## src/sv/tfa_pkg.sv

```systemverilog
// ----------------------------------------------------------------------------
// tfa_pkg
// Types, codes and constants of the tile fetch address unit.
// ----------------------------------------------------------------------------
package tfa_pkg;

  // request codes
  localparam logic [1:0] REQ_TILE_INDEX = 2'd0;
  localparam logic [1:0] REQ_ROW_DATA   = 2'd1;
  localparam logic [1:0] REQ_FLIP       = 2'd2;

  // layer codes; code three behaves as a sprite
  localparam logic [1:0] LAYER_BG     = 2'd0;
  localparam logic [1:0] LAYER_WIN    = 2'd1;
  localparam logic [1:0] LAYER_SPRITE = 2'd2;

  // configuration port
  localparam int unsigned CFG_IDX_W  = 3;
  localparam int unsigned CFG_DATA_W = 8;

  localparam logic [CFG_IDX_W-1:0] CFG_SCROLL_X           = 3'd0;
  localparam logic [CFG_IDX_W-1:0] CFG_SCROLL_Y           = 3'd1;
  localparam logic [CFG_IDX_W-1:0] CFG_BG_MAP_UPPER       = 3'd2;
  localparam logic [CFG_IDX_W-1:0] CFG_WIN_MAP_UPPER      = 3'd3;
  localparam logic [CFG_IDX_W-1:0] CFG_UNSIGNED_TILE_DATA = 3'd4;
  localparam logic [CFG_IDX_W-1:0] CFG_TALL_SPRITES       = 3'd5;

  // address bases and byte constants
  localparam logic [15:0] MAP_BASE   = 16'h9800;
  localparam logic [15:0] DATA_BASE  = 16'h8000;
  localparam logic [7:0]  BYTE_ONES  = 8'hFF;
  localparam logic [7:0]  EVEN_MASK  = 8'hFE;
  localparam logic [7:0]  ODD_SET    = 8'h01;
  localparam logic [7:0]  WIN_STEP   = 8'd8;
  localparam int unsigned ATTR_YFLIP = 6;
  localparam int unsigned ATTR_XFLIP = 5;
  localparam int unsigned TILE_SIGN  = 7;

  typedef struct packed {
    logic [7:0] scroll_x;
    logic [7:0] scroll_y;
    logic       bg_map_upper;
    logic       win_map_upper;
    logic       unsigned_tile_data;
    logic       tall_sprites;
  } tfa_cfg_t;

  typedef struct packed {
    logic [1:0] req_type;
    logic [1:0] layer;
    logic       plane;
    logic [7:0] pixel_x;
    logic [7:0] line;
    logic [7:0] win_x_counter;
    logic [7:0] win_line;
    logic [7:0] byte_in;
    logic [7:0] sprite_y;
    logic [7:0] sprite_attr;
    logic       bottom_half;
    logic       dma_active;
  } tfa_req_t;

  typedef struct packed {
    logic [15:0] address;
    logic [7:0]  tile_out;
    logic [7:0]  attr_out;
    logic [7:0]  next_win_x;
  } tfa_result_t;

endpackage

```

## src/sv/tfa_if.sv

```systemverilog
// ----------------------------------------------------------------------------
// tfa_if
// Request and result channels of the tile fetch address unit.
// ----------------------------------------------------------------------------
interface tfa_in_if;
  logic       valid;
  logic       ready;
  logic [1:0] req_type;
  logic [1:0] layer;
  logic       plane;
  logic [7:0] pixel_x;
  logic [7:0] line;
  logic [7:0] win_x_counter;
  logic [7:0] win_line;
  logic [7:0] byte_in;
  logic [7:0] sprite_y;
  logic [7:0] sprite_attr;
  logic       bottom_half;
  logic       dma_active;

  modport source (
    output valid, req_type, layer, plane, pixel_x, line, win_x_counter,
           win_line, byte_in, sprite_y, sprite_attr, bottom_half, dma_active,
    input  ready
  );
  modport sink (
    input  valid, req_type, layer, plane, pixel_x, line, win_x_counter,
           win_line, byte_in, sprite_y, sprite_attr, bottom_half, dma_active,
    output ready
  );
endinterface

interface tfa_out_if;
  logic        valid;
  logic        ready;
  logic [15:0] address;
  logic [7:0]  tile_out;
  logic [7:0]  attr_out;
  logic [7:0]  next_win_x;

  modport source (
    output valid, address, tile_out, attr_out, next_win_x,
    input  ready
  );
  modport sink (
    input  valid, address, tile_out, attr_out, next_win_x,
    output ready
  );
endinterface

```

## src/sv/tfa_calc.sv

```systemverilog
// ----------------------------------------------------------------------------
// tfa_calc
// Address, sprite tile/attribute and byte flip logic for one request.
// ----------------------------------------------------------------------------
module tfa_calc import tfa_pkg::*; (
  input  tfa_cfg_t    cfg,
  input  tfa_req_t    req,
  output tfa_result_t res
);

  logic       sprite;
  logic [7:0] bg_x;
  logic [7:0] bg_y;
  logic [7:0] spr_dy;
  logic [7:0] spr_tile;
  logic [7:0] spr_attr;
  logic       top_half;
  logic [2:0] row;
  logic       bit12;
  logic [7:0] flipped;

  assign sprite = req.layer[1];
  assign bg_x   = req.pixel_x + cfg.scroll_x;
  assign bg_y   = req.line + cfg.scroll_y;
  // +16 drops out of the low three bits
  assign spr_dy = req.line - req.sprite_y;

  assign spr_attr = req.dma_active ? BYTE_ONES : req.sprite_attr;
  // Y flip swaps which half the tile number's low bit selects
  assign top_half = req.bottom_half ^ ~spr_attr[ATTR_YFLIP];

  always_comb begin
    spr_tile = req.dma_active ? BYTE_ONES : req.byte_in;
    if (cfg.tall_sprites) begin
      spr_tile = top_half ? (spr_tile & EVEN_MASK) : (spr_tile | ODD_SET);
    end
  end

  always_comb begin
    bit12 = 1'b0;
    if (sprite) begin
      row = spr_dy[2:0] ^ {3{req.sprite_attr[ATTR_YFLIP]}};
    end else begin
      row   = (req.layer == LAYER_WIN) ? req.win_line[2:0] : bg_y[2:0];
      bit12 = ~(cfg.unsigned_tile_data | req.byte_in[TILE_SIGN]);
    end
  end

  always_comb begin
    for (int i = 0; i < 8; i++) begin
      flipped[i] = req.byte_in[7-i];
    end
  end

  always_comb begin
    res            = '0;
    res.next_win_x = req.win_x_counter;
    case (req.req_type)
      REQ_TILE_INDEX: begin
        if (sprite) begin
          res.tile_out = spr_tile;
          res.attr_out = spr_attr;
        end else if (req.layer == LAYER_WIN) begin
          res.address    = MAP_BASE | {5'b0, cfg.win_map_upper,
                                       req.win_line[7:3], req.win_x_counter[7:3]};
          res.next_win_x = req.win_x_counter + WIN_STEP;
        end else begin
          res.address = MAP_BASE | {5'b0, cfg.bg_map_upper, bg_y[7:3], bg_x[7:3]};
        end
      end
      REQ_ROW_DATA: begin
        res.address = DATA_BASE | {3'b0, bit12, req.byte_in, row, req.plane};
      end
      REQ_FLIP: begin
        res.tile_out = (sprite && req.sprite_attr[ATTR_XFLIP]) ? flipped : req.byte_in;
      end
      default: ;
    endcase
  end

endmodule

```

## src/sv/tile_fetch_address_unit.sv

```systemverilog
// The result is registered and appears on out_chan in the cycle after the
// request transaction. 1 request per cycle unless out_chan stalls; the single
// result register reloads in the same cycle its content is taken.
// Reset (rst_n low, synchronous): result register empties, all configuration
// registers return to 0.
// ----------------------------------------------------------------------------
// tile_fetch_address_unit
// Tile map / tile data address generator for background, window and sprites.
// ----------------------------------------------------------------------------
module tile_fetch_address_unit import tfa_pkg::*; (
  input  logic                  clk,
  input  logic                  rst_n,
  tfa_in_if.sink                in_chan,
  tfa_out_if.source             out_chan,
  input  logic                  cfg_we,
  input  logic [CFG_IDX_W-1:0]  cfg_index,
  input  logic [CFG_DATA_W-1:0] cfg_wdata
);

  tfa_cfg_t    cfg_r;
  tfa_cfg_t    cfg_nxt;
  tfa_req_t    req;
  tfa_result_t res;
  tfa_result_t res_r;
  logic        out_valid_r;
  logic        out_valid_nxt;
  logic        in_fire;

  always_comb begin
    cfg_nxt = cfg_r;
    if (cfg_we) begin
      case (cfg_index)
        CFG_SCROLL_X:           cfg_nxt.scroll_x           = cfg_wdata;
        CFG_SCROLL_Y:           cfg_nxt.scroll_y           = cfg_wdata;
        CFG_BG_MAP_UPPER:       cfg_nxt.bg_map_upper       = cfg_wdata[0];
        CFG_WIN_MAP_UPPER:      cfg_nxt.win_map_upper      = cfg_wdata[0];
        CFG_UNSIGNED_TILE_DATA: cfg_nxt.unsigned_tile_data = cfg_wdata[0];
        CFG_TALL_SPRITES:       cfg_nxt.tall_sprites       = cfg_wdata[0];
        default: ;
      endcase
    end
  end

  always_ff @(posedge clk) begin
    if (!rst_n) begin
      cfg_r <= '0;
    end else begin
      cfg_r <= cfg_nxt;
    end
  end

  assign req = '{
    req_type:      in_chan.req_type,
    layer:         in_chan.layer,
    plane:         in_chan.plane,
    pixel_x:       in_chan.pixel_x,
    line:          in_chan.line,
    win_x_counter: in_chan.win_x_counter,
    win_line:      in_chan.win_line,
    byte_in:       in_chan.byte_in,
    sprite_y:      in_chan.sprite_y,
    sprite_attr:   in_chan.sprite_attr,
    bottom_half:   in_chan.bottom_half,
    dma_active:    in_chan.dma_active
  };

  tfa_calc u_calc (
    .cfg (cfg_r),
    .req (req),
    .res (res)
  );

  // accept while the result register is empty or being drained
  assign in_chan.ready = !out_valid_r || out_chan.ready;
  assign in_fire       = in_chan.valid && in_chan.ready;

  always_comb begin
    out_valid_nxt = out_valid_r;
    if (in_fire) begin
      out_valid_nxt = 1'b1;
    end else if (out_chan.ready) begin
      out_valid_nxt = 1'b0;
    end
  end

  always_ff @(posedge clk) begin
    if (!rst_n) begin
      out_valid_r <= 1'b0;
    end else begin
      out_valid_r <= out_valid_nxt;
    end
  end

  always_ff @(posedge clk) begin
    if (in_fire) begin
      res_r <= res;
    end
  end

  assign out_chan.valid      = out_valid_r;
  assign out_chan.address    = res_r.address;
  assign out_chan.tile_out   = res_r.tile_out;
  assign out_chan.attr_out   = res_r.attr_out;
  assign out_chan.next_win_x = res_r.next_win_x;

endmodule

```

## src/flat_wrapper.sv

```systemverilog
// flat-port wrapper written by rule: the top's interface ports become plain ports
module tile_fetch_address_unit_flat import tfa_pkg::*;
  (clk, rst_n, cfg_we, cfg_index, cfg_wdata, in_chan_valid, in_chan_req_type, in_chan_layer, in_chan_plane, in_chan_pixel_x, in_chan_line, in_chan_win_x_counter, in_chan_win_line, in_chan_byte_in, in_chan_sprite_y, in_chan_sprite_attr, in_chan_bottom_half, in_chan_dma_active, in_chan_ready, out_chan_valid, out_chan_address, out_chan_tile_out, out_chan_attr_out, out_chan_next_win_x, out_chan_ready);
  tfa_in_if in_chan_i ();
  tfa_out_if out_chan_i ();
  input  logic clk;
  input  logic rst_n;
  input  logic cfg_we;
  input  logic [CFG_IDX_W-1:0] cfg_index;
  input  logic [CFG_DATA_W-1:0] cfg_wdata;
  input wire logic [$bits(in_chan_i.valid)-1:0] in_chan_valid;
  input wire logic [$bits(in_chan_i.req_type)-1:0] in_chan_req_type;
  input wire logic [$bits(in_chan_i.layer)-1:0] in_chan_layer;
  input wire logic [$bits(in_chan_i.plane)-1:0] in_chan_plane;
  input wire logic [$bits(in_chan_i.pixel_x)-1:0] in_chan_pixel_x;
  input wire logic [$bits(in_chan_i.line)-1:0] in_chan_line;
  input wire logic [$bits(in_chan_i.win_x_counter)-1:0] in_chan_win_x_counter;
  input wire logic [$bits(in_chan_i.win_line)-1:0] in_chan_win_line;
  input wire logic [$bits(in_chan_i.byte_in)-1:0] in_chan_byte_in;
  input wire logic [$bits(in_chan_i.sprite_y)-1:0] in_chan_sprite_y;
  input wire logic [$bits(in_chan_i.sprite_attr)-1:0] in_chan_sprite_attr;
  input wire logic [$bits(in_chan_i.bottom_half)-1:0] in_chan_bottom_half;
  input wire logic [$bits(in_chan_i.dma_active)-1:0] in_chan_dma_active;
  output wire logic [$bits(in_chan_i.ready)-1:0] in_chan_ready;
  output wire logic [$bits(out_chan_i.valid)-1:0] out_chan_valid;
  output wire logic [$bits(out_chan_i.address)-1:0] out_chan_address;
  output wire logic [$bits(out_chan_i.tile_out)-1:0] out_chan_tile_out;
  output wire logic [$bits(out_chan_i.attr_out)-1:0] out_chan_attr_out;
  output wire logic [$bits(out_chan_i.next_win_x)-1:0] out_chan_next_win_x;
  input wire logic [$bits(out_chan_i.ready)-1:0] out_chan_ready;
  assign in_chan_i.valid = in_chan_valid;
  assign in_chan_i.req_type = in_chan_req_type;
  assign in_chan_i.layer = in_chan_layer;
  assign in_chan_i.plane = in_chan_plane;
  assign in_chan_i.pixel_x = in_chan_pixel_x;
  assign in_chan_i.line = in_chan_line;
  assign in_chan_i.win_x_counter = in_chan_win_x_counter;
  assign in_chan_i.win_line = in_chan_win_line;
  assign in_chan_i.byte_in = in_chan_byte_in;
  assign in_chan_i.sprite_y = in_chan_sprite_y;
  assign in_chan_i.sprite_attr = in_chan_sprite_attr;
  assign in_chan_i.bottom_half = in_chan_bottom_half;
  assign in_chan_i.dma_active = in_chan_dma_active;
  assign in_chan_ready = in_chan_i.ready;
  assign out_chan_valid = out_chan_i.valid;
  assign out_chan_address = out_chan_i.address;
  assign out_chan_tile_out = out_chan_i.tile_out;
  assign out_chan_attr_out = out_chan_i.attr_out;
  assign out_chan_next_win_x = out_chan_i.next_win_x;
  assign out_chan_i.ready = out_chan_ready;
  tile_fetch_address_unit u_core (.clk(clk), .rst_n(rst_n), .in_chan(in_chan_i), .out_chan(out_chan_i), .cfg_we(cfg_we), .cfg_index(cfg_index), .cfg_wdata(cfg_wdata));
endmodule
```

## config.mk

```make
export PLATFORM = sky130hd
export DESIGN_NAME = tile_fetch_address_unit_flat
export DESIGN_NICKNAME = d
export VERILOG_FILES = /design/src/sv/tfa_pkg.sv /design/src/sv/tfa_if.sv /design/src/sv/tfa_calc.sv /design/src/sv/tile_fetch_address_unit.sv /design/src/flat_wrapper.sv
export SDC_FILE = /design/constraint.sdc
export NUM_CORES = 1
export LEC_CHECK = 0
export BUFFER_PORTS_ARGS = -buffer_cell sky130_fd_sc_hd__buf_2
export CORE_MARGIN = 1.5
export CORE_UTILIZATION = 54
export DETAILED_ROUTE_END_ITERATION = 16
export GPL_TIMING_DRIVEN = 0
export PLACE_DENSITY = 0.86
export SYNTH_ARGS = -nofsm -noshare
export SYNTH_HDL_FRONTEND = slang
export SYNTH_SLANG_ARGS = --single-unit
```

## constraint.sdc

```tcl
create_clock -name clk -period 2.9 [get_ports clk]
set_input_delay 0.145 -clock clk [delete_from_list [all_inputs] [get_ports clk]]
set_output_delay 0.145 -clock clk [all_outputs]
set_load 0.01 [all_outputs]
```

---- Yosys cells after proc, flatten, opt, wreduce, memory -nomap -nowiden ----
Cells that the tools add are included.
operators by class
  bitwise logic cells ..................... 5
  equality and inequality tests ........... 8
  add/sub/neg operators ................... 4
  multiplexer cells ....................... 18
  reduce and logical (&&, ||, !) cells .... 14
operator list
  cell                   count
  $mux W8                6
  $mux W16               2
  $pmux W16 S2           1
  $add A8 B8 Y8          2
  $pmux W8 S2            1
  $reduce_and A2 Y1      7
  $mux W11               1
  $add A8 B4 Y8 const B  1
  $eq A3 B2 Y1 const B   2
  $eq A3 B3 Y1 const B   2
  $mux W3                2
  $mux W1                5
  $eq A2 B1 Y1 const B   2
  $eq A3 B1 Y1 const B   1
  $logic_not A3 Y1       1
  $sub A3 B3 Y3          1
  $xor A3 B3 Y3          1
  $eq A2 B2 Y1 const B   1
  $logic_and A1 B1 Y1    2
  $logic_not A2 Y1       1
  $not A1 Y1             2
  $reduce_bool A2 Y1     1
  $logic_not A1 Y1       1
  $logic_or A1 B1 Y1     1
  other kinds (2)        2
storage, ports and cells
  output and inout bits ................... 42
  bits of input ports ..................... 79
  flip-flop bits (word level) ............. 61
  word-level logic and storage cells ...... 60

---- Longest topological paths before layout ----
Gate-level depths: netlist of run 1.
  depth in word-level cells ............... 7
  gate-level depth with buffers ........... 9
  depth with buffers taken out ............ 9

---- By module ----
A second synthesis of run 1 with hierarchy kept.
second synthesis, totals
  cell total of the unflattened synthesis .. 306
  area total of the unflattened synthesis .. 3338.2 µm²
by module, submodules not included
  module                   sequential area each (µm²)  cells an instance  times used  area each (µm²)
  tile_fetch_address_unit  1621.6                      124                1           2052.0
  tfa_calc                 0.0                         182                1           1286.2

---- Worst setup path before layout of run 1 ----
No wires, ideal clock.
  kind .................................... flip-flop to flip-flop
  start point ............................. reg u_core.out_valid_r (netlist: u_core.out_chan.valid)
  end point ............................... reg u_core.res_r, in the netlist u_core.out_chan.address[0] (enable)
  path buffers ............................ 0
  required time ........................... 2.501 ns
  period minus slack after synthesis ...... 1.836 ns
  setup slack ............................. 1.064 ns
  arrival time ............................ 1.437 ns
  stages on the path, launching flop included .. 3
  library setup time ...................... 0.399 ns
  cell sequence ........................... dfxtp_1 > nand2b_1 > and2_1
between the ends
  longest elaborated chain between the ends .. 3
ends and longest elaborated chain
  what                      RTL line                       source
  start, declared           tile_fetch_address_unit.sv:25  logic out_valid_r;
  start signal, assigned    tile_fetch_address_unit.sv:90  out_valid_r <= out_valid_nxt;
  $logic_not A1 Y1          tile_fetch_address_unit.sv:74  assign in_chan.ready = !out_valid_r || out_chan.ready;
  $logic_or A1 B1 Y1        tile_fetch_address_unit.sv:74
  named net in_chan_ready   flat_wrapper.sv:24             output wire logic [$bits(in_chan_i.ready)-1:0] in_chan_ready;
  $logic_and A1 B1 Y1       tile_fetch_address_unit.sv:75  assign in_fire = in_chan.valid && in_chan.ready;
  named net u_core.in_fire  tile_fetch_address_unit.sv:27  logic in_fire;
  end signal, assigned      tile_fetch_address_unit.sv:96  res_r <= res;
  end, declared             tile_fetch_address_unit.sv:24  tfa_result_t res_r;
The timed path passes the listed nets, and every way through them passes these cells.
A chain may end at the register's enable or synchronous reset.

==> impl_metrics.csv, run 1 <==
group,metric,value,unit
run_status,status,"complete, no violations",
setup_path,critPathLaunchType,"flip-flop",
setup_path,max_stage_delay,0.47,ns
finish,fillers,454,
sta,finalCriticalPeriod,2.00,ns
finish,finalNetCount,556,
setup_path,cp_data_required_time,2.98,ns
sta,slew_violations,0,
job,drv_cap,0,
clock_tree,cts_buffers,9,
synthesis,async_flop_share,0,
placed_design,io_buffers,109,
synthesis,ys_top_cells_by_area,"edfxtp_1, dfxtp_1, nand2_1",
finish,regArea,1560,um^2
sta,slew_headroom,0.415,
clock_tree,clock_latency,0.34,ns
route,viasPerCell,5.59,
route,vias,3017,
sta,fin_worst_skew,0.00906,ns
route,dr.pass1.iters,5,
synthesis,yosysWarningCount,0,
clock_tree,cts_resized,0,
floorplanning,die_h,81.6,um
placed_design,dp_hpwl,6200,um
global_routing,first_global_vias,2732,
global_routing,grt_antenna_before_repair,0,
floorplanning,die_area,6660,um^2
route,wl_per_cell,14.9,um
synthesis,synth_cells,336,
synthesis,synth_cell_type_count,48,
sta,fmax,0.499,GHz
synthesis,synthTopCellsByCount,"nand2_1, edfxtp_1, dfxtp_1",
sta,period_share,0.690,
floorplanning,coreArea,5960,um^2
global_routing,grt_max_degree,39,
finish,diodes,0,
synthesis,ys_seq_area_frac,0.468,
synthesis,syn_area,3340,um^2
synthesis,yosysTopAreaCell,"edfxtp_1",
clock_tree,cts_tree,"yes",
floorplanning,io_pins,121,
global_routing,grt_usage,0.252,
sta,rsz0062_at_grt,"no",
synthesis,ys_ff_latch,59,
floorplanning,core.rowCount,28,
setup_path,r2r_start,"u_core.cfg_r[13]",
finish,fin_util,0.703,
setup_path,critPathArrivalTime,2.08,ns
route,drc,0,
global_routing,grt_overflow,0,
sta,setup_tns,0,ns
synthesis,yosysTopAreaCellShare,0.342,
finish,areaGrowthSynthToFinish,25.5,%
sta,worstMarginPinSlew,0.871,ns
worst_hold_path,holdPathStages,3,
route,first_iter_violations,336,
clock_tree,clockBufferDepth,2,
clock_tree,htreeDepth,3,
synthesis,synth_enable_flop_cells,38,
power_and_ir_drop,peakVddDrop,0.000308,V
placed_design,dpl_worst_slack,0.938,ns
clock_tree,cts_sinks,59,
setup_path,crit_chain,"ha_1, a31oi_2, nor3b_1, or4_1, a21oi_1, o21ai_0",
setup_path,worstRegToRegCells,6,
setup_path,worstSetupPathType,"flip-flop to flip-flop",
synthesis,yosysMostFrequentCell,"nand2_1",
clock_tree,cts_root_buffer,"clkbuf_8",
floorplanning,start_util,0.560,
power_and_ir_drop,power_leakage,0.00176,uW
sta,hold_viol_final,0,
floorplanning,die_w,81.6,um
global_routing,grt_first_pass_wirelength,12500,um
sta,layout_setup_ws,0.898,ns
worst_hold_path,hp-start,"in_chan_valid",
setup_path,critPathCaptureType,"flip-flop",
finish,multi_input_area,1660,um^2
setup_path,critPathSlowestCell,"or4_1",
synthesis,synth_ff_type,"edfxtp_1",
route,wl,8060,um
setup_path,startpoint,"u_core.cfg_r[13]",
sta,finalSetupViolCount,0,
synthesis,avgSynthCellArea,9.93,um^2
worst_hold_path,holdCritPathClass,"input port to flip-flop",
placed_design,gp_congestion,0.890,
finish,layout-drive-gt1-share,0.292,
clock_tree,clkTransAtPathRegs,0.07,ns
route,antenna_left,0,
power_and_ir_drop,power_density,466,nW/um^2
setup_path,critPathMaxFanout,4,
-- final timing paths --
kind	endpoint	slack (ns)
max	u_core.out_chan.address[3]	0.90
min	u_core.out_chan.valid	0.05
max reg2reg	u_core.out_chan.address[3]	0.90
min reg2reg	u_core.cfg_r[8]	0.47
-- layout by cell type, fill, tap and decap left out, types with 7 or more instances in the layout --
master    instances
a21boi_0         18
inv_1            10
nor2_1           13
clkbuf_1         14
a221o_1           7
edfxtp_1         38
a21oi_1          14
xnor2_1          13
o21a_1           10
clkbuf_8          9
dfxtp_1          21
nand2_1          54
ha_1             15
buf_2           111
o21ai_0          20
-- timing repair --
item	CTS	global route
buffers inserted	0	0
hold endpoints to repair	3	0
hold buffers	3	0
-- stage by stage --
step | power [uW] | hold WS, ns | cells | cell area (um^2)
floorplan | 1160 | 0.244 | 337 | 3340
global placement | 1290 | 0.322 | 521 | 3980
detailed placement | 1300 | 0.323 | 521 | 3980
CTS | 1950 | 0.0496 | 540 | 4190
global route | 2040 | 0.0509 | 540 | 4190
finish | 1950 | 0.0529 | 540 | 4190
-- layout make-up --
class | count | share of cell area
inverters | 10 | 0.00897
repair buffers | 112 | 0.137
plain buffers | 19 | 0.0194
clock inverters | 7 | 0.0126
multi-input cells | 249 | 0.397
well taps | 75 | 0.0224
clock buffers | 9 | 0.0296
flip-flops and latches | 59 | 0.373
-- report_power, final --
group / switching (uW) / internal [uW] / total, uW
registers: 12.6 / 946 / 958
logic: 186 / 143 / 330
clock network: 349 / 313 / 662
-- routing by layer --
metal | up-vias | track usage | wire, um
met5 | - | 0 | 0
met4 | 0 | 0.0847 | 126
met3 | 18 | 0.0833 | 785
met2 | 169 | 0.425 | 3860
met1 | 1362 | 0.301 | 3290
li1 | 1468 | - | -
-- critical path: cells and delay by family (launching register included) --
family / cells / cell delay [ns]
compound gates: 3 / 0.55
fa+ha+maj: 1 / 0.29
flops: 1 / 0.32
simple gates: 2 / 0.58
-- cells by family (layout without fill, tap and decap cells) --
logic type,after synthesis,after routing,share of synthesized area
other cells,1,2,0.00112
mux,7,7,0.0214
fa+ha+maj,17,17,0.0683
simple gates,111,111,0.162
xor+xnor,19,19,0.0499
flops,59,59,0.468
buf+inv,29,157,0.0356
compound gates,93,93,0.194
-- state kept, by name, indices dropped and copies added (netlist names) --
register,flops
u_core.out_chan.address,14
u_core.out_chan.valid,1
u_core.out_chan.next_win_x,8
u_core.cfg_r,20
u_core.out_chan.tile_out,8
u_core.out_chan.attr_out,8
(Power assumes the default switching activity.)
==> inputs of run 2 (changes only) <==
--- a/config.mk
+++ b/config.mk
@@ -5,12 +5,13 @@
 export SDC_FILE = /design/constraint.sdc
 export NUM_CORES = 1
 export LEC_CHECK = 0
+export ABC_AREA = 1
 export BUFFER_PORTS_ARGS = -buffer_cell sky130_fd_sc_hd__buf_2
 export CORE_MARGIN = 1.5
-export CORE_UTILIZATION = 54
+export CORE_UTILIZATION = 46
 export DETAILED_ROUTE_END_ITERATION = 16
 export GPL_TIMING_DRIVEN = 0
-export PLACE_DENSITY = 0.86
+export PLACE_DENSITY = 0.77
 export SYNTH_ARGS = -nofsm -noshare
 export SYNTH_HDL_FRONTEND = slang
 export SYNTH_SLANG_ARGS = --single-unit
==> constraint.sdc (replaced) <==
create_clock -name clk -period 1.8 [get_ports clk]
set_input_delay 0.09 -clock clk [delete_from_list [all_inputs] [get_ports clk]]
set_output_delay 0.09 -clock clk [all_outputs]
set_load 0.01 [all_outputs]
==> run 2 against run 1 <==
Register-to-register slack lost 0.80 ns. Routed wire length grew 3.3%. Sequential cell count is the same. Maximum frequency grew 18%. Critical endpoint is now u_core.out_chan.address[6]. First-iteration DRC count shrank 50%. Die area grew 21%.
==> impl_metrics.csv, run 2 <==
group,metric,value,unit
route,antenna_left,0,
clock_tree,cts_sinks,59,
worst_hold_path,hp-start,"cfg_wdata[6]",
floorplanning,core.rowCount,31,
floorplanning,die_area,8060,um^2
setup_path,worst_r2r_endpoint,"u_core.out_chan.address[6]",
route,wl,8330,um
sta,whs,0.0205,ns
clock_tree,clkTransAtPathRegs,0.07,ns
synthesis,yosysTopAreaCellShare,0.329,
finish,top_register,"u_core.cfg_r",
setup_path,r2r_start,"u_core.cfg_r[4]",
synthesis,yosysTopAreaCell,"edfxtp_1",
route,vias,3318,
setup_path,worstRegToRegCells,8,
sta,fin_worst_skew,0.00886,ns
finish,diodes,0,
global_routing,grt_antenna_before_repair,0,
setup_path,cp_data_required_time,1.89,ns
route,wl_per_cell,12.4,um
finish,multi_input_area,1660,um^2
synthesis,syn_area,3460,um^2
clock_tree,htreeDepth,3,
finish,layout.cells.most_common,"buf_2",
synthesis,ys_ff_latch,59,
sta,finalCriticalPeriod,1.70,ns
synthesis,avgSynthCellArea,7.82,um^2
worst_hold_path,holdPathEnd,"u_core.cfg_r[18]",
setup_path,worstSetupPathType,"flip-flop to flip-flop",
clock_tree,cts_root_buffer,"clkbuf_8",
synthesis,synthTopCellsByCount,"nor2_1, nand2_1, inv_1",
global_routing,grt_usage,0.211,
sta,rsz0062_at_grt,"no",
placed_design,io_buffers,110,
floorplanning,coreArea,7250,um^2
setup_path,regToRegSetupSlack,0.10,ns
finish,fillers,657,
sta,period_share,0.943,
finish,largest_reg_flops,20,
route,dr.pass1.iters,5,
placed_design,gp_congestion,0.863,
setup_path,critPathCaptureType,"flip-flop",
finish,finalNetCount,664,
synthesis,synth_ff_type,"edfxtp_1",
floorplanning,die_w,89.8,um
sta,hold_viol_final,0,
worst_hold_path,holdPathStages,3,
sta,slew_headroom,0.204,
global_routing,grt_first_pass_wirelength,13500,um
synthesis,synth_enable_flop_cells,38,
placed_design,dp_hpwl,6470,um
synthesis,synth_cells,443,
synthesis,yosysWarningCount,0,
floorplanning,io_pins,121,
global_routing,grt_max_degree,39,
clock_tree,clockBufferDepth,2,
global_routing,first_global_vias,3013,
sta,fmax,0.589,GHz
synthesis,yosysMostFrequentCell,"nor2_1",
synthesis,async_flop_share,0,
floorplanning,start_util,0.478,
worst_hold_path,holdCritPathClass,"input port to flip-flop",
synthesis,ys_seq_area_frac,0.451,
power_and_ir_drop,power_leakage,0.00222,uW
finish,final_cell_mix,"buf_2, nor2_1, nand2_1, inv_1, edfxtp_1",
floorplanning,die_h,89.8,um
clock_tree,cts_buffers,9,
clock_tree,cts_tree,"yes",
setup_path,critPathArrivalTime,1.79,ns
sta,finalSetupViolCount,0,
route,viasPerCell,4.94,
global_routing,grt_overflow,0,
setup_path,critPathMaxFanout,3,
clock_tree,clock_latency,0.34,ns
finish,fin_util,0.609,
synthesis,synth_cell_type_count,30,
route,first_iter_violations,169,
finish,areaGrowthSynthToFinish,27.4,%
route,drc,0,
job,drv_cap,0,
finish,regArea,1560,um^2
clock_tree,cts_setup_buffers,0,
power_and_ir_drop,power_density,792,nW/um^2
power_and_ir_drop,peakVddDrop,0.000352,V
setup_path,critPathLaunchType,"flip-flop",
finish,layout-drive-gt1-share,0.265,
sta,slew_violations,0,
sta,worstMarginPinSlew,1.19,ns
run_status,status,"complete, no violations",
synthesis,ys_top_cells_by_area,"edfxtp_1, dfxtp_1, nor2_1",
## run 2: changes by cell type in the layout (fill, tap and decap cells not counted), moves of 8 or more
| cell | previous run | this run |
|---|---|---|
| nand3_1 | 5 | 23 |
| o21a_1 | 10 | 0 |
| a21boi_0 | 18 | 0 |
| inv_1 | 10 | 49 |
| nor2_1 | 13 | 98 |
| xnor2_1 | 13 | 5 |
| nand2_1 | 54 | 97 |
| clkbuf_1 | 14 | 2 |
| o32ai_1 | 0 | 8 |
## run 2: worst max-delay path by stage
stage	startpoint	to	cells after the start
3_3_place_gp	u_core.cfg_r[4]	u_core.out_chan.address[6]	8
5_1_grt	u_core.cfg_r[4]	u_core.out_chan.address[6]	8
6_report	u_core.cfg_r[4]	u_core.out_chan.address[6]	8
2_1_floorplan	u_core.cfg_r[4]	u_core.out_chan.address[6]	8
4_1_cts	u_core.cfg_r[4]	u_core.out_chan.address[6]	8
3_5_place_dp	u_core.cfg_r[4]	u_core.out_chan.address[6]	8
## run 2: cells by family (layout without fill, tap and decap cells)
group,after synthesis,after routing,share of synthesized area
AND/OR/NAND/NOR,233,233,0.282
flip-flops,59,59,0.451
buffers and inverters,64,193,0.0758
other,1,2,0.00108
adder cells (fa/ha/maj),17,17,0.0657
AO/OA/AOI/OAI,56,56,0.0921
XOR/XNOR,13,13,0.0329
## run 2: through the flow
step	setup TNS [ns]	cells	worst slack, ns	area, um^2	power (uW)
detailed placement	-0.000106	653	-0.000106	4150	2160
CTS	0	672	0.0402	4410	3510
finish	0	672	0.103	4420	3500
global route	0	672	0.00618	4420	3630
floorplan	0	444	0.191	3480	1930
global placement	0	653	0.0659	4150	2150
## run 2: per-layer routing
| metal | part of all wire | global-route usage | wire [um] |
|---|---|---|---|
| met1 | 0.42 | 0.253 | 3510 |
| met2 | 0.49 | 0.363 | 4060 |
| met3 | 0.070 | 0.0415 | 580 |
| met4 | 0.022 | 0.0979 | 183 |
| met5 | 0 | 0 | 0 |
## run 2: cell type report
cell class              count  area share
multi-input cells         321       0.376
flip-flops and latches     59       0.354
repair buffers            113       0.131
inverters                  53      0.0456
clock buffers               9      0.0281
well taps                  99      0.0281
clock inverters             7      0.0232
plain buffers              11      0.0139
## run 2: repair_timing
item	in CTS	in global routing
endpoints found under the hold margin	3	0
hold buffers	3	0
gates resized for setup	1	2
endpoints found under the setup margin	1	1
## run 2: critical path: stages (launching register included)
cell and delay (ns):
dfxtp_1 0.34, ha_1 0.17, inv_1 0.06, fa_2 0.37, nor2_2 0.11, nor2_1 0.05
xnor2_1 0.13, o21ai_1 0.15, nand2_1 0.07
## run 2: report_power, final
group	switching (uW)	internal, uW	total [uW]
combinational	354	239	592
clock	564	787	1350
sequential	23.7	1530	1550
==> inputs of run 3 (changes only) <==
--- a/config.mk
+++ b/config.mk
@@ -7,11 +7,10 @@
 export LEC_CHECK = 0
 export ABC_AREA = 1
 export BUFFER_PORTS_ARGS = -buffer_cell sky130_fd_sc_hd__buf_2
-export CORE_MARGIN = 1.5
-export CORE_UTILIZATION = 46
+export CORE_UTILIZATION = 54
 export DETAILED_ROUTE_END_ITERATION = 16
 export GPL_TIMING_DRIVEN = 0
-export PLACE_DENSITY = 0.77
+export PLACE_DENSITY = 0.85
 export SYNTH_ARGS = -nofsm -noshare
 export SYNTH_HDL_FRONTEND = slang
 export SYNTH_SLANG_ARGS = --single-unit
==> constraint.sdc (replaced) <==
create_clock -name clk -period 2.2 [get_ports clk]
set_input_delay 0.66 -clock clk [delete_from_list [all_inputs] [get_ports clk]]
set_output_delay 0.66 -clock clk [all_outputs]
set_load 0.01 [all_outputs]
==> run 3 against run 2 <==
Register-to-register slack improved by 0.33 ns. Setup slack improved by 0.27 ns. Routed wire length increased by 0.64%. Sequential share of layout area increased by 0.82 points. Cell area decreased by 2.3%. Critical path depth increased by 1. Clock power decreased by 29%. Core utilization increased by 10 points.
==> impl_metrics.csv, run 3 (synthesized netlist as in run 2, its figures left out) <==
group,metric,value,unit
run_status,status,"complete, no violations",
sta,fmax,0.547,GHz
clock_tree,cts_resized,0,
sta,rsz0062_at_grt,"no",
setup_path,max_stage_delay,0.42,ns
placed_design,dpl_cell_area,4120,um^2
sta,whs,0.471,ns
route,vias,3333,
power_and_ir_drop,power_density,630,nW/um^2
finish,fillers,504,
route,first_iter_violations,210,
sta,period_share,0.831,
worst_hold_path,holdCritPathClass,"flip-flop to flip-flop",
floorplanning,die_w,82.1,um
setup_path,crit_chain,"buf_2, ha_1, inv_1, fa_1, nor2_1, nor2_1, xnor2_1, o21ai_0, nand2_1",
global_routing,grt_usage,0.267,
floorplanning,start_util,0.572,
sta,layout_setup_ws,0.373,ns
sta,fin_worst_skew,0.00928,ns
floorplanning,core.rowCount,28,
route,viasPerCell,5.17,
sta,hold_viol_final,0,
finish,finalNetCount,661,
placed_design,gp_congestion,0.817,
setup_path,regToRegSetupSlack,0.43,ns
clock_tree,clkTransAtPathRegs,0.07,ns
clock_tree,cts_sinks,59,
global_routing,grt_antenna_before_repair,0,
setup_path,critPathCaptureType,"flip-flop",
global_routing,grt_overflow,0,
setup_path,critPathArrivalTime,1.93,ns
global_routing,first_global_vias,2899,
setup_path,critPathSlowestCell,"fa_1",
clock_tree,cts_root_buffer,"clkbuf_8",
power_and_ir_drop,power_leakage,0.00219,uW
route,dr.pass1.iters,6,
clock_tree,clock_latency,0.35,ns
clock_tree,cts_tree,"yes",
clock_tree,htreeDepth,3,
global_routing,grt_max_degree,39,
finish,final_cell_area,4320,um^2
clock_tree,ctsHoldBuffers,0,
setup_path,worstSetupPathType,"input port to flip-flop",
clock_tree,clockBufferDepth,2,
sta,setup_tns,0,ns
finish,largest_reg_flops,20,
floorplanning,die_h,82.1,um
floorplanning,io_pins,121,
setup_path,cpMostUsedCell,"nor2_1",
global_routing,grt_first_pass_wirelength,13200,um
setup_path,critPathLaunchType,"input port",
job,drv_cap,0,
finish,layout.cells.most_common,"buf_2",
finish,top_register,"u_core.cfg_r",
sta,finalSetupViolCount,0,
placed_design,dpl_worst_slack,0.0237,ns
route,antenna_left,0,
finish,diodes,0,
sta,slew_violations,0,
sta,worstMarginPinSlew,1.21,ns
clock_tree,cts_setup_buffers,0,
clock_tree,cts_buffers,9,
setup_path,critPathMaxFanout,3,
power_and_ir_drop,peakVddDrop,0.000407,V
route,drc,0,
sta,finalCriticalPeriod,1.83,ns
setup_path,critPathTopFamily,"adder cells",
setup_path,path_buf_inv,2,
route,wl,8380,um
finish,final_cell_mix,"buf_2, nor2_1, nand2_1, inv_1, edfxtp_1",
floorplanning,die_area,6740,um^2
finish,layout-drive-gt1-share,0.261,
sta,slew_headroom,0.194,
setup_path,cp_data_required_time,2.30,ns
floorplanning,coreArea,6060,um^2
finish,areaGrowthSynthToFinish,24.6,%
route,wl_per_cell,13.0,um
placed_design,io_buffers,110,
placed_design,dp_hpwl,6480,um
finish,fin_util,0.712,
==> run 3: area by class of cell <==
cell class	instances	area, um^2	area share
buffer	11	61.3	0.0142
clock inverter	7	67.6	0.0157
multi-input combinational	321	1660	0.384
tap	75	93.8	0.0217
inverter	53	201	0.0467
timing repair buffer	110	551	0.128
clock buffer	9	124	0.0287
sequential	59	1560	0.362
==> run 3: worst paths after layout <==
check                                     start                         end  cells past startpoint
worst max register to register  u_core.cfg_r[4]  u_core.out_chan.address[6]                      8
worst min-delay path            u_core.cfg_r[2]             u_core.cfg_r[2]                      2
worst min register to register  u_core.cfg_r[2]             u_core.cfg_r[2]                      2
worst max-delay path            in_chan_line[0]  u_core.out_chan.address[6]                      9
==> run 3: tightest hold or removal path, stage by stage, from the launching register on <==
cell     delay, ns
dfxtp_1       0.33
inv_1         0.05
a21oi_1       0.05
==> run 3: routing by layer <==
metal	vias up	GRT usage	wire length, um
met5	-	0	0
met4	0	0.118	257
met2	154	0.436	4080
met3	28	0.0703	597
li1	1683	-	-
met1	1468	0.330	3450
==> run 3: report_power, final <==
group          leakage, uW  internal [uW]  switching [uW]  total [uW]
clock            0.0000931            518             446         964
combinational      0.00155            191             291         481
sequential        0.000548           1250            20.4        1270
==> run 3: stage by stage <==
stage | total power, uW | std cells
2_1_floorplan | 1580 | 444
3_3_place_gp | 1750 | 629
3_5_place_dp | 1770 | 629
4_1_cts | 2730 | 645
5_1_grt | 2850 | 645
6_report | 2720 | 645
